--- src/design/rar_pkg.sv ---
// Package with the shared widths and the divider command and response types.
`default_nettype none
package rar_pkg;
    localparam int IN_WIDTH = 32;
    localparam int WW       = 64;
    localparam int DEN_W    = 62;
    localparam int CNT_W    = 7;

    // Commands to the shared divider unit.
    typedef struct packed {
        logic          start;
        logic [WW-1:0] dividend;
        logic [WW-1:0] divisor;
    } t_div_cmd;

    typedef struct packed {
        logic          done;
        logic [WW-1:0] quot;
        logic [WW-1:0] rem;
    } t_div_rsp;
endpackage
`default_nettype wire

--- src/design/rational_add_reduce_core.sv ---
// Top level: sequencer that adds two fractions and reduces them on a shared divider.
//
//  Channel | Direction | Handshake          | Payload
//  input   | in        | i_valid / o_stall  | i_a_num i_a_den i_b_num i_b_den
//  output  | out       | o_valid / i_stall  | o_sum_num o_sum_den o_den_fixed
//
// A divider pass starts the divider and waits until its result is taken. A gcd
// costs one pass per Euclid step and each non-zero fraction needs two more for the
// quotients; a zero numerator skips its gcd and quotients.
// Reset is synchronous and clears the sequencer. While an item is in work or its
// result waits, o_stall is high; the result holds while i_stall is high.
`default_nettype none
module rational_add_reduce_core
    import rar_pkg::*;
(
    input  wire logic                i_clk,
    input  wire logic                i_rst_n,
    input  wire logic                i_valid,
    output logic                     o_stall,
    input  wire logic [IN_WIDTH-1:0] i_a_num,
    input  wire logic [IN_WIDTH-1:0] i_a_den,
    input  wire logic [IN_WIDTH-1:0] i_b_num,
    input  wire logic [IN_WIDTH-1:0] i_b_den,
    output logic                     o_valid,
    input  wire logic                i_stall,
    output logic [WW-1:0]            o_sum_num,
    output logic [DEN_W-1:0]         o_sum_den,
    output logic                     o_den_fixed
);
    localparam logic [3:0] S_IDLE = 4'd0, S_GCD = 4'd1, S_GWAIT = 4'd2,
        S_QN = 4'd3, S_QNW = 4'd4, S_QD = 4'd5, S_QDW = 4'd6,
        S_MUL1 = 4'd7, S_MUL2 = 4'd8, S_ADD = 4'd9, S_OUT = 4'd10;

    logic [3:0] r_st, n_st;
    logic r_ph, n_ph;            // 0: reducing a then b, 1: reducing the sum
    logic r_sel, n_sel;          // which input fraction
    logic [WW-1:0] r_x, n_x, r_y, n_y;
    logic [WW-1:0] r_an, n_an, r_ad, n_ad, r_bn, n_bn, r_bd, n_bd;
    logic [WW-1:0] r_t1, n_t1, r_t2, n_t2;
    logic r_aneg, n_aneg, r_bneg, n_bneg, r_sneg, n_sneg, r_fix, n_fix;
    logic [IN_WIDTH-1:0] w_an_m, w_ad_m, w_bn_m, w_bd_m;
    logic [WW-1:0] w_mul_a, w_mul_b, w_prod;
    t_div_cmd w_cmd;
    t_div_rsp w_rsp;

    function automatic logic [IN_WIDTH-1:0] mag(input logic [IN_WIDTH-1:0] v);
        mag = v[IN_WIDTH-1] ? (~v + 1'b1) : v;
    endfunction

    rar_div u_div (.i_clk(i_clk), .i_rst_n(i_rst_n), .i_cmd(w_cmd), .o_rsp(w_rsp));

    assign w_an_m = mag(i_a_num);
    assign w_ad_m = mag(i_a_den);
    assign w_bn_m = mag(i_b_num);
    assign w_bd_m = mag(i_b_den);

    // One 32x32 multiplier, shared by the three products.
    assign w_prod = w_mul_a[31:0] * w_mul_b[31:0];

    always_comb begin
        n_st = r_st; n_ph = r_ph; n_sel = r_sel; n_x = r_x; n_y = r_y;
        n_an = r_an; n_ad = r_ad; n_bn = r_bn; n_bd = r_bd; n_t1 = r_t1; n_t2 = r_t2;
        n_aneg = r_aneg; n_bneg = r_bneg; n_sneg = r_sneg; n_fix = r_fix;
        w_cmd = '{start: 1'b0, dividend: r_x, divisor: r_y};
        w_mul_a = r_an; w_mul_b = r_bd;
        case (r_st)
            S_IDLE: begin
                if (i_valid) begin
                    n_an = WW'(w_an_m); n_bn = WW'(w_bn_m);
                    n_ad = (w_ad_m == '0) ? WW'(1) : WW'(w_ad_m);
                    n_bd = (w_bd_m == '0) ? WW'(1) : WW'(w_bd_m);
                    n_fix = (w_ad_m == '0) || (w_bd_m == '0);
                    n_aneg = i_a_num[IN_WIDTH-1] ^ (i_a_den[IN_WIDTH-1] && w_ad_m != '0);
                    n_bneg = i_b_num[IN_WIDTH-1] ^ (i_b_den[IN_WIDTH-1] && w_bd_m != '0);
                    n_ph = 1'b0; n_sel = 1'b0;
                    n_x = WW'(w_an_m);
                    n_y = (w_ad_m == '0) ? WW'(1) : WW'(w_ad_m);
                    n_st = S_GCD;
                end
            end
            // Euclid: x, y hold the pair; zero numerator short-cuts to 0/1.
            S_GCD: begin
                if (r_x == '0) begin
                    // numerator zero: fraction is 0/1, positive
                    if (r_ph) begin
                        n_t1 = '0; n_t2 = WW'(1); n_sneg = 1'b0; n_st = S_OUT;
                    end else if (!r_sel) begin
                        n_an = '0; n_ad = WW'(1); n_aneg = 1'b0;
                        n_sel = 1'b1; n_x = r_bn; n_y = r_bd;
                    end else begin
                        n_bn = '0; n_bd = WW'(1); n_bneg = 1'b0; n_st = S_MUL1;
                    end
                end else if (r_y == '0) begin
                    n_x = r_ph ? r_t1 : (r_sel ? r_bn : r_an);
                    n_y = r_x;
                    n_st = S_QN;
                end else begin
                    w_cmd.start = 1'b1; n_st = S_GWAIT;
                end
            end
            S_GWAIT: if (w_rsp.done) begin
                n_x = r_y; n_y = w_rsp.rem; n_st = S_GCD;
            end
            S_QN: begin w_cmd.start = 1'b1; n_st = S_QNW; end
            S_QNW: if (w_rsp.done) begin
                if (r_ph) n_t1 = w_rsp.quot;
                else if (r_sel) n_bn = w_rsp.quot;
                else n_an = w_rsp.quot;
                n_x = r_ph ? r_t2 : (r_sel ? r_bd : r_ad);
                n_st = S_QD;
            end
            S_QD: begin w_cmd.start = 1'b1; n_st = S_QDW; end
            S_QDW: if (w_rsp.done) begin
                if (r_ph) begin
                    n_t2 = w_rsp.quot; n_st = S_OUT;
                end else if (r_sel) begin
                    n_bd = w_rsp.quot; n_st = S_MUL1;
                end else begin
                    n_ad = w_rsp.quot; n_sel = 1'b1;
                    n_x = r_bn; n_y = r_bd; n_st = S_GCD;
                end
            end
            S_MUL1: begin
                w_mul_a = r_an; w_mul_b = r_bd; n_t1 = w_prod; n_st = S_MUL2;
            end
            S_MUL2: begin
                w_mul_a = r_bn; w_mul_b = r_ad; n_t2 = w_prod; n_st = S_ADD;
            end
            // Signed add of the magnitudes, together with the denominator product.
            S_ADD: begin
                w_mul_a = r_ad; w_mul_b = r_bd;
                if (r_aneg == r_bneg) begin
                    n_t1 = r_t1 + r_t2; n_sneg = r_aneg;
                end else if (r_t1 >= r_t2) begin
                    n_t1 = r_t1 - r_t2; n_sneg = r_aneg;
                end else begin
                    n_t1 = r_t2 - r_t1; n_sneg = r_bneg;
                end
                n_t2 = w_prod;
                n_x = n_t1; n_y = w_prod;
                n_ph = 1'b1; n_sel = 1'b0;
                n_st = S_GCD;
            end
            S_OUT: if (!i_stall) n_st = S_IDLE;
            default: n_st = S_IDLE;
        endcase
    end

    always_ff @(posedge i_clk) begin
        r_ph <= n_ph; r_sel <= n_sel; r_x <= n_x; r_y <= n_y;
        r_an <= n_an; r_ad <= n_ad; r_bn <= n_bn; r_bd <= n_bd;
        r_t1 <= n_t1; r_t2 <= n_t2; r_aneg <= n_aneg; r_bneg <= n_bneg;
        r_sneg <= n_sneg; r_fix <= n_fix;
        if (!i_rst_n) r_st <= S_IDLE;
        else r_st <= n_st;
    end

    assign o_stall     = (r_st != S_IDLE);
    assign o_valid     = (r_st == S_OUT);
    assign o_sum_num   = r_sneg ? (~r_t1 + 1'b1) : r_t1;
    assign o_sum_den   = r_t2[DEN_W-1:0];
    assign o_den_fixed = r_fix;

`ifndef SYNTHESIS
    a_out_holds: assert property (@(posedge i_clk) disable iff (!i_rst_n)
        (o_valid && i_stall) |=> (o_valid && $stable(o_sum_num))) else $error("result moved");
    a_den_nonzero: assert property (@(posedge i_clk) disable iff (!i_rst_n)
        o_valid |-> (o_sum_den != '0)) else $error("zero denominator");
    a_zero_pos: assert property (@(posedge i_clk) disable iff (!i_rst_n)
        (o_valid && r_t1 == '0) |-> (o_sum_den == DEN_W'(1))) else $error("zero not 0/1");
`endif
endmodule
`default_nettype wire

--- src/design/rar_div.sv ---
// Shared restoring divider, one quotient bit a cycle.
`default_nettype none
module rar_div
    import rar_pkg::*;
(
    input  wire logic     i_clk,
    input  wire logic     i_rst_n,
    input  wire t_div_cmd i_cmd,
    output t_div_rsp      o_rsp
);
    logic [WW-1:0] r_q, n_q, r_r, n_r, r_d, n_d;
    logic [CNT_W-1:0] r_cnt, n_cnt;
    logic r_busy, n_busy, r_done, n_done;
    logic [WW:0] w_trial;

    // One shift-and-subtract step per cycle.
    always_comb begin
        n_q = r_q; n_r = r_r; n_d = r_d; n_cnt = r_cnt;
        n_busy = r_busy; n_done = 1'b0;
        w_trial = {r_r, r_q[WW-1]} - {1'b0, r_d};
        if (i_cmd.start) begin
            n_q = i_cmd.dividend; n_r = '0; n_d = i_cmd.divisor;
            n_cnt = '0; n_busy = 1'b1;
        end else if (r_busy) begin
            if (!w_trial[WW]) begin
                n_r = w_trial[WW-1:0];
                n_q = {r_q[WW-2:0], 1'b1};
            end else begin
                n_r = {r_r[WW-2:0], r_q[WW-1]};
                n_q = {r_q[WW-2:0], 1'b0};
            end
            n_cnt = r_cnt + 1'b1;
            if (r_cnt == CNT_W'(WW-1)) begin
                n_busy = 1'b0; n_done = 1'b1;
            end
        end
    end

    always_ff @(posedge i_clk) begin
        r_q <= n_q; r_r <= n_r; r_d <= n_d; r_cnt <= n_cnt;
        if (!i_rst_n) begin
            r_busy <= 1'b0; r_done <= 1'b0;
        end else begin
            r_busy <= n_busy; r_done <= n_done;
        end
    end

    assign o_rsp = '{done: r_done, quot: r_q, rem: r_r};

`ifndef SYNTHESIS
    a_done_after_busy: assert property (@(posedge i_clk) disable iff (!i_rst_n)
        r_done |-> $past(r_busy)) else $error("done without busy");
    a_no_done_start: assert property (@(posedge i_clk) disable iff (!i_rst_n)
        i_cmd.start |=> !r_done) else $error("done right after start");
    a_rem_bound: assert property (@(posedge i_clk) disable iff (!i_rst_n)
        (r_done && r_d != '0) |-> (r_r < r_d)) else $error("remainder too big");
`endif
endmodule
`default_nettype wire
--- config.mk ---
export PLATFORM = sky130hd
export DESIGN_NAME = rational_add_reduce_core
export DESIGN_NICKNAME = d
export VERILOG_FILES = /design/src/design/rar_pkg.sv /design/src/design/rational_add_reduce_core.sv /design/src/design/rar_div.sv
export SDC_FILE = /design/constraint.sdc
export NUM_CORES = 2
export LEC_CHECK = 0
export BUFFER_PORTS_ARGS = -buffer_cell sky130_fd_sc_hd__buf_4
export CORE_MARGIN = 10
export CORE_UTILIZATION = 48
export DETAILED_ROUTE_END_ITERATION = 12
export SLEW_MARGIN = 15
export SYNTH_ARGS = -nofsm -noshare
export SYNTH_HDL_FRONTEND = slang
export SYNTH_SLANG_ARGS = --single-unit
--- constraint.sdc ---
create_clock -name i_clk -period 14.65 [get_ports i_clk]
set_clock_uncertainty 0.2 [all_clocks]
set_input_delay 0 -clock i_clk [delete_from_list [all_inputs] [get_ports i_clk]]
set_output_delay 0 -clock i_clk [all_outputs]
set_load 0.005 [all_outputs]
# After elaboration in Yosys (flattened, before gate mapping)

Index checks and enable logic that the tools add are counted.

Bits in registers: 723
Input port bits: 132

Add/subtract/negate cells: 10
Multipliers: 1
Magnitude comparators: 1
Equality and inequality tests: 32
Muxes and demuxes: 108
Bitwise gates (word level): 9
Reduce and logical (&&, ||, !) cells: 40

Operators by type and width:

| kind                    | number |
|---|---|
| $mux W64                | 51 |
| $pmux W64 S3            | 5 |
| $pmux W64 S6            | 1 |
| $pmux W64 S5            | 1 |
| $pmux W64 S4            | 1 |
| $mux W32                | 7 |
| $add A32 B1 Y32 const B | 4 |
| $logic_not A64 Y1       | 2 |
| $not A32 Y32            | 4 |
| $sub A64 B64 Y64        | 2 |
| $sub A65 B64 Y65        | 1 |
| $add A64 B1 Y64 const B | 1 |
| $add A64 B64 Y64        | 1 |
| $ge A64 B64 Y1          | 1 |
| $logic_not A32 Y1       | 2 |
| $mul A32 B32 Y64        | 1 |
| $not A64 Y64            | 1 |
| $pmux W32 S2            | 1 |
| $reduce_bool A32 Y1     | 2 |
| $pmux W4 S11            | 1 |
| $mux W4                 | 9 |
| $reduce_and A8 Y1       | 4 |
| $ne A2 B2 Y1 const B    | 15 |
| $reduce_and A5 Y1       | 5 |
| 30 further kinds        | 78 |

# Depth between registers and ports, before layout

Word-level depth: 8
Depth in mapped cells: 38
Mapped depth without buffers: 32

# By module

From an unflattened synthesis, not the netlist that was laid out.

Cells, all modules: 10054
Area, all modules: 88117.0 sq um

Modules (own cells, without submodules):

| module                   | times used | cells an instance | area an instance (sq um) | seq. area each (sq um) |
|---|---|---|---|---|
| rational_add_reduce_core | 1          | 8797              | 75964.1                  | 15635.0 |
| rar_div                  | 1          | 1257              | 12152.9                  | 5305.1 |

# Worst setup path before layout

Ideal clock, no wire load.

Kind: reg2reg
Start: register r_st[1]
End: register r_y[61] (data pin)
Library setup time: 0.259 ns
Arrival time: 9.447 ns
Required time: 14.191 ns
Setup slack: 4.744 ns
Stages on the path, launching flop included: 33
Buffers on the path: 4
Path through: dfxtp_1 clkbuf_1 nor2_1 nand2_1 nor2_1 clkbuf_1 buf_1 mux2i_1 clkbuf_1 nor2_1 fa_1 fa_1 inv_1 fa_1 fa_1 fa_1 inv_1 fa_1 fa_1 fa_1 ha_1 a21oi_1 o21ai_0 a221oi_1 o21ai_0 a41o_1 a21oi_1 o2bb2ai_1 o21a_1 o21ai_0 a41oi_1 xnor2_1 a211o_1

Cells in the longest elaborated chain, start to end: 4
Elaborated cells on any way between the ends: 10
Those cells by class: 1 x mul; 5 x eq/ne; 3 x mux; 1 x reduce/logical

RTL lines:

| what                                            | line                            | RTL |
|---|---|---|
| start: declaration                              | rational_add_reduce_core.sv:34  | `logic [3:0] r_st, n_st;` |
| start signal: assignment                        | rational_add_reduce_core.sv:155 | `else r_st <= n_st;` |
| $eq A4 B4 Y1                                    | rational_add_reduce_core.sv:66  | `case (r_st)` |
| $pmux W32 S2 / $mux W32 (equally long branches) | rational_add_reduce_core.sv:66  |  |
| $mul A32 B32 Y64                                | rational_add_reduce_core.sv:58  | `assign w_prod = w_mul_a[31:0] * w_mul_b[31:0];` |
| $pmux W64 S5 *                                  | rational_add_reduce_core.sv:66  |  |
| net n_y[61]                                     | rational_add_reduce_core.sv:37  | `logic [WW-1:0] r_x, n_x, r_y, n_y;` |
| end signal: assignment                          | rational_add_reduce_core.sv:150 | `r_ph <= n_ph; r_sel <= n_sel; r_x <= n_x; r_y <= n_y;` |
| end: declaration                                | rational_add_reduce_core.sv:37  |  |

The timed path passes the listed nets; every way through them passes the cells marked *.
A chain may end at the register's enable or synchronous reset.

# Worst setup path after layout

Start: register r_st[2]
End: register r_t1[62] (data pin)

Cells in the longest elaborated chain, start to end: 4
Elaborated cells on any way between the ends: 9
Those cells by class: 1 x mul; 5 x eq/ne; 3 x mux

RTL lines:

| what                                            | line                            | RTL |
|---|---|---|
| $eq A4 B4 Y1                                    | rational_add_reduce_core.sv:66  |  |
| $pmux W32 S2 / $mux W32 (equally long branches) | rational_add_reduce_core.sv:66  |  |
| $mul A32 B32 Y64                                | rational_add_reduce_core.sv:58  |  |
| $pmux W64 S4 *                                  | rational_add_reduce_core.sv:66  |  |
| net n_t1[62]                                    | rational_add_reduce_core.sv:39  | `logic [WW-1:0] r_t1, n_t1, r_t2, n_t2;` |
| end signal: assignment                          | rational_add_reduce_core.sv:152 | `r_t1 <= n_t1; r_t2 <= n_t2; r_aneg <= n_aneg; r_bneg <= n_bneg;` |
| end: declaration                                | rational_add_reduce_core.sv:39  |  |

Marked as above.

==> impl_metrics.toml <==
[status]
run_status = "finished clean"

[drt]
total_number_of_vias = 81623
dr.pass1.iters = 9
drt-wirelength-per-cell_um = 33.40
viasPerCell = 6.554
detailedRoute.firstIterationViolations = 11367
drc_errors = 0
drt_wl_total_um = 415900
drt.antenna.violating_nets = 0

[floorplanning]
top_level_ports = 261
chipWidth_um = 445.7
height_of_the_die_um = 445.7
std_cell_rows = 156
floorplan.initialDensity = 0.4817
core-area_mm2 = 0.1805
die_area_mm2 = 0.1986

[timing]
worst_slew_margin_relative_to_its_limit = 0.02683
finalCriticalPeriod_ns = 12.45
tightestPinTransition_ns = 1.455
setup_viol = 0
finalMaxSlewViolations = 0
report.final.hold_viol_count = 0
fin_crit_sh = 0.8495
fin_setup_tns_ns = 0
achievable-frequency_mhz = 80.35
rsz0062_at_grt = "no"

[synth]
synth.ff_latch_count = 723
top_cells_by_instance_count_after_synthesis = "sky130_fd_sc_hd__nand2_1, sky130_fd_sc_hd__inv_1, sky130_fd_sc_hd__nor2_1"
post-synth-top-area-cell = "sky130_fd_sc_hd__edfxtp_1"
synthesis.area_mm2 = 0.08697
synthArstFlopShare = 0
netlist-cell-type-count = 85
synth_top_flop_cell = "sky130_fd_sc_hd__edfxtp_1"
syn_nets = 11406
synth_area_leaders = "sky130_fd_sc_hd__edfxtp_1, sky130_fd_sc_hd__fa_1, sky130_fd_sc_hd__ha_1"
netlist.area_leader.share = 0.2231
synth_area_per_cell_um2 = 8.829
netlist_instances = 9851
yosys.cell_count.top_type = "sky130_fd_sc_hd__nand2_1"
ys_warn_count = 0
seq_area_frac_synth = 0.2408
synth_enable_flop_cells = 646

[clocking]
cts_tree = "built"
cts.root.buffer_cell = "sky130_fd_sc_hd__clkbuf_16"
cts.sink_count = 723
clk_pin_slew_worst_paths_ns = 0.06
postCtsSetupRepairBufs = 0
cts.htree.levels = 3
cts-buffers-inserted = 85
ctsHoldBuffers = 214
clk_latency_ns = 0.76
ctsLongestPathBuffers = 3
cts_resized = 0

[global_route]
groute.usage.overall = 0.4053
grt_max_degree = 137
wire_length_of_the_first_global_routing_pass_um = 585400
overflow = 0
antenna_found_initial = 26
grt_pass1_vias = 78936

[setup_path]
cp_slowest_stage_delay_ns = 0.78
crit_slowest_cell = "sky130_fd_sc_hd__nor2_4"
critPathArrivalTime_ns = 12.70
worst_setup_path_end_kind = "register"
critical_path.most_common_cell = "sky130_fd_sc_hd__fa_1"
critical_path.startpoint_type = "register"
required_ns = 14.90
critical_path_peak_fanout = 44
crit_type = "reg2reg"

[placement]
gpl.final_weighted_congestion = 1.039
dp_hpwl_um = 319800
number_of_port_buffers = 260

[cells_and_area]
layout.filler_cells = 16860
fin_nets = 11559
layout-drive-gt1-share = 0.08676
layout-area-overhead-vs-synth_pct = 10.91

[worst_hold_path]
hold_path.class = "in2reg"

[job]
cap_viol_max_count = 0
==> state kept, by name (all words and copies together), names as in the netlist, 4 cells and up <==
| signal | flops |
|---|---|
| u_div.r_r | 64 |
| r_bd | 64 |
| r_st | 4 |
| u_div.r_d | 64 |
| u_div.r_q | 64 |
| r_an | 64 |
| r_bn | 64 |
| r_t1 | 64 |
| r_t2 | 64 |
| r_ad | 64 |
| u_div.r_cnt | 7 |
| r_y | 64 |
| r_x | 64 |
==> final timing paths <==
kind                 from  slack [ns]             to  cells after the start
setup / recovery  r_st[2]        2.20       r_t1[62]                     30
hold / removal    i_stall        0.11        r_st[3]                      5
setup reg to reg  r_st[2]        2.20       r_t1[62]                     30
hold reg to reg   r_y[52]        0.30  u_div.r_d[52]                      0
==> kinds of logic (layout without fill, tap and decap cells) <==
family,after synthesis,count (layout),share of synthesized area
fa+ha+maj,1423,1423,0.2824
other cells,0,10,0
xor+xnor,350,350,0.03525
simple gates,2862,2862,0.1423
buf+inv,1807,2030,0.08080
mux,445,445,0.05267
flops,723,723,0.2408
compound gates,2241,2241,0.1658
==> critical path: cells and delay by family (launching register included) <==
| family | cells | cell delay [ns] |
|---|---|---|
| adder cells (fa/ha/maj) | 9 | 4.47 |
| multiplexers | 1 | 0.72 |
| AO/OA/AOI/OAI | 7 | 2.42 |
| buffers and inverters | 5 | 0.61 |
| flip-flops | 1 | 0.46 |
| XOR/XNOR | 1 | 0.26 |
| AND/OR/NAND/NOR | 7 | 3.00 |
==> metal layers <==
metal | share of wire | global-route usage | vias to the layer above | wire length [um]
li1 | - | - | 33966 | -
met1 | 0.38 | 0.5284 | 40734 | 157700
met2 | 0.41 | 0.5851 | 5666 | 172400
met3 | 0.13 | 0.1237 | 1241 | 52990
met4 | 0.079 | 0.2531 | 16 | 32660
met5 | 0.00034 | 0.0004809 | - | 143
==> layout make-up <==
class / count / area [um^2] / area share
Antenna cell: 10 / 25.02 / 0.0002594
Clock buffer: 118 / 2342 / 0.02428
Clock inverter: 39 / 431.7 / 0.004475
Inverter: 1176 / 4414 / 0.04577
Multi-Input combinational cell: 7321 / 59530 / 0.6172
Sequential cell: 723 / 20950 / 0.2172
Tap cell: 2370 / 2965 / 0.03074
Timing Repair Buffer: 697 / 5793 / 0.06006
==> placed cells by master, fill, tap and decap left out, types with 29 or more instances in the layout <==
cell type	n
sky130_fd_sc_hd__nand2b_1	47
sky130_fd_sc_hd__inv_1	1171
sky130_fd_sc_hd__clkbuf_16	86
sky130_fd_sc_hd__a21o_1	120
sky130_fd_sc_hd__dfxtp_1	75
sky130_fd_sc_hd__mux2i_1	317
sky130_fd_sc_hd__edfxtp_1	646
sky130_fd_sc_hd__xor2_1	153
sky130_fd_sc_hd__buf_4	481
sky130_fd_sc_hd__xnor2_1	193
sky130_fd_sc_hd__o21a_1	68
sky130_fd_sc_hd__nor2_1	984
sky130_fd_sc_hd__nand2_1	1192
sky130_fd_sc_hd__or3_1	52
sky130_fd_sc_hd__a211oi_1	88
sky130_fd_sc_hd__o221ai_1	55
sky130_fd_sc_hd__a222oi_1	47
sky130_fd_sc_hd__o21ai_0	609
sky130_fd_sc_hd__nand4_1	92
sky130_fd_sc_hd__o21bai_1	105
sky130_fd_sc_hd__a31oi_1	44
sky130_fd_sc_hd__ha_1	523
sky130_fd_sc_hd__mux2_2	101
sky130_fd_sc_hd__fa_1	900
sky130_fd_sc_hd__a221oi_1	88
sky130_fd_sc_hd__nand3_1	94
sky130_fd_sc_hd__a21oi_1	564
sky130_fd_sc_hd__nor3_1	81
sky130_fd_sc_hd__o31ai_1	79
sky130_fd_sc_hd__and2_1	67
sky130_fd_sc_hd__nor4_1	69
sky130_fd_sc_hd__o211ai_1	88
sky130_fd_sc_hd__nor2b_1	32
sky130_fd_sc_hd__o41ai_1	31
sky130_fd_sc_hd__dlygate4sd3_1	214
sky130_fd_sc_hd__and3_1	29
==> stage by stage <==
| stage | hold WS (ns) | area [um^2] | std cells | setup WS, ns | util |
|---|---|---|---|---|---|
| 4_1_cts | 0.07438 | 96430 | 12444 | 2.440 | 0.5341 |
| 3_5_place_dp | 0.1529 | 91510 | 12073 | 2.478 | 0.5068 |
| 6_report | 0.1085 | 96450 | 12454 | 2.204 | 0.5342 |
| 5_1_grt | 0.1352 | 96430 | 12445 | 1.737 | 0.5341 |
| 3_3_place_gp | 0.1506 | 91510 | 12073 | 2.616 | 0.5068 |
| 2_1_floorplan | -0.08250 | 86970 | 9851 | 4.744 | - |
Power is not shown: default switching activity piles up to over one toggle a cycle in this logic, so the estimate is an artifact.
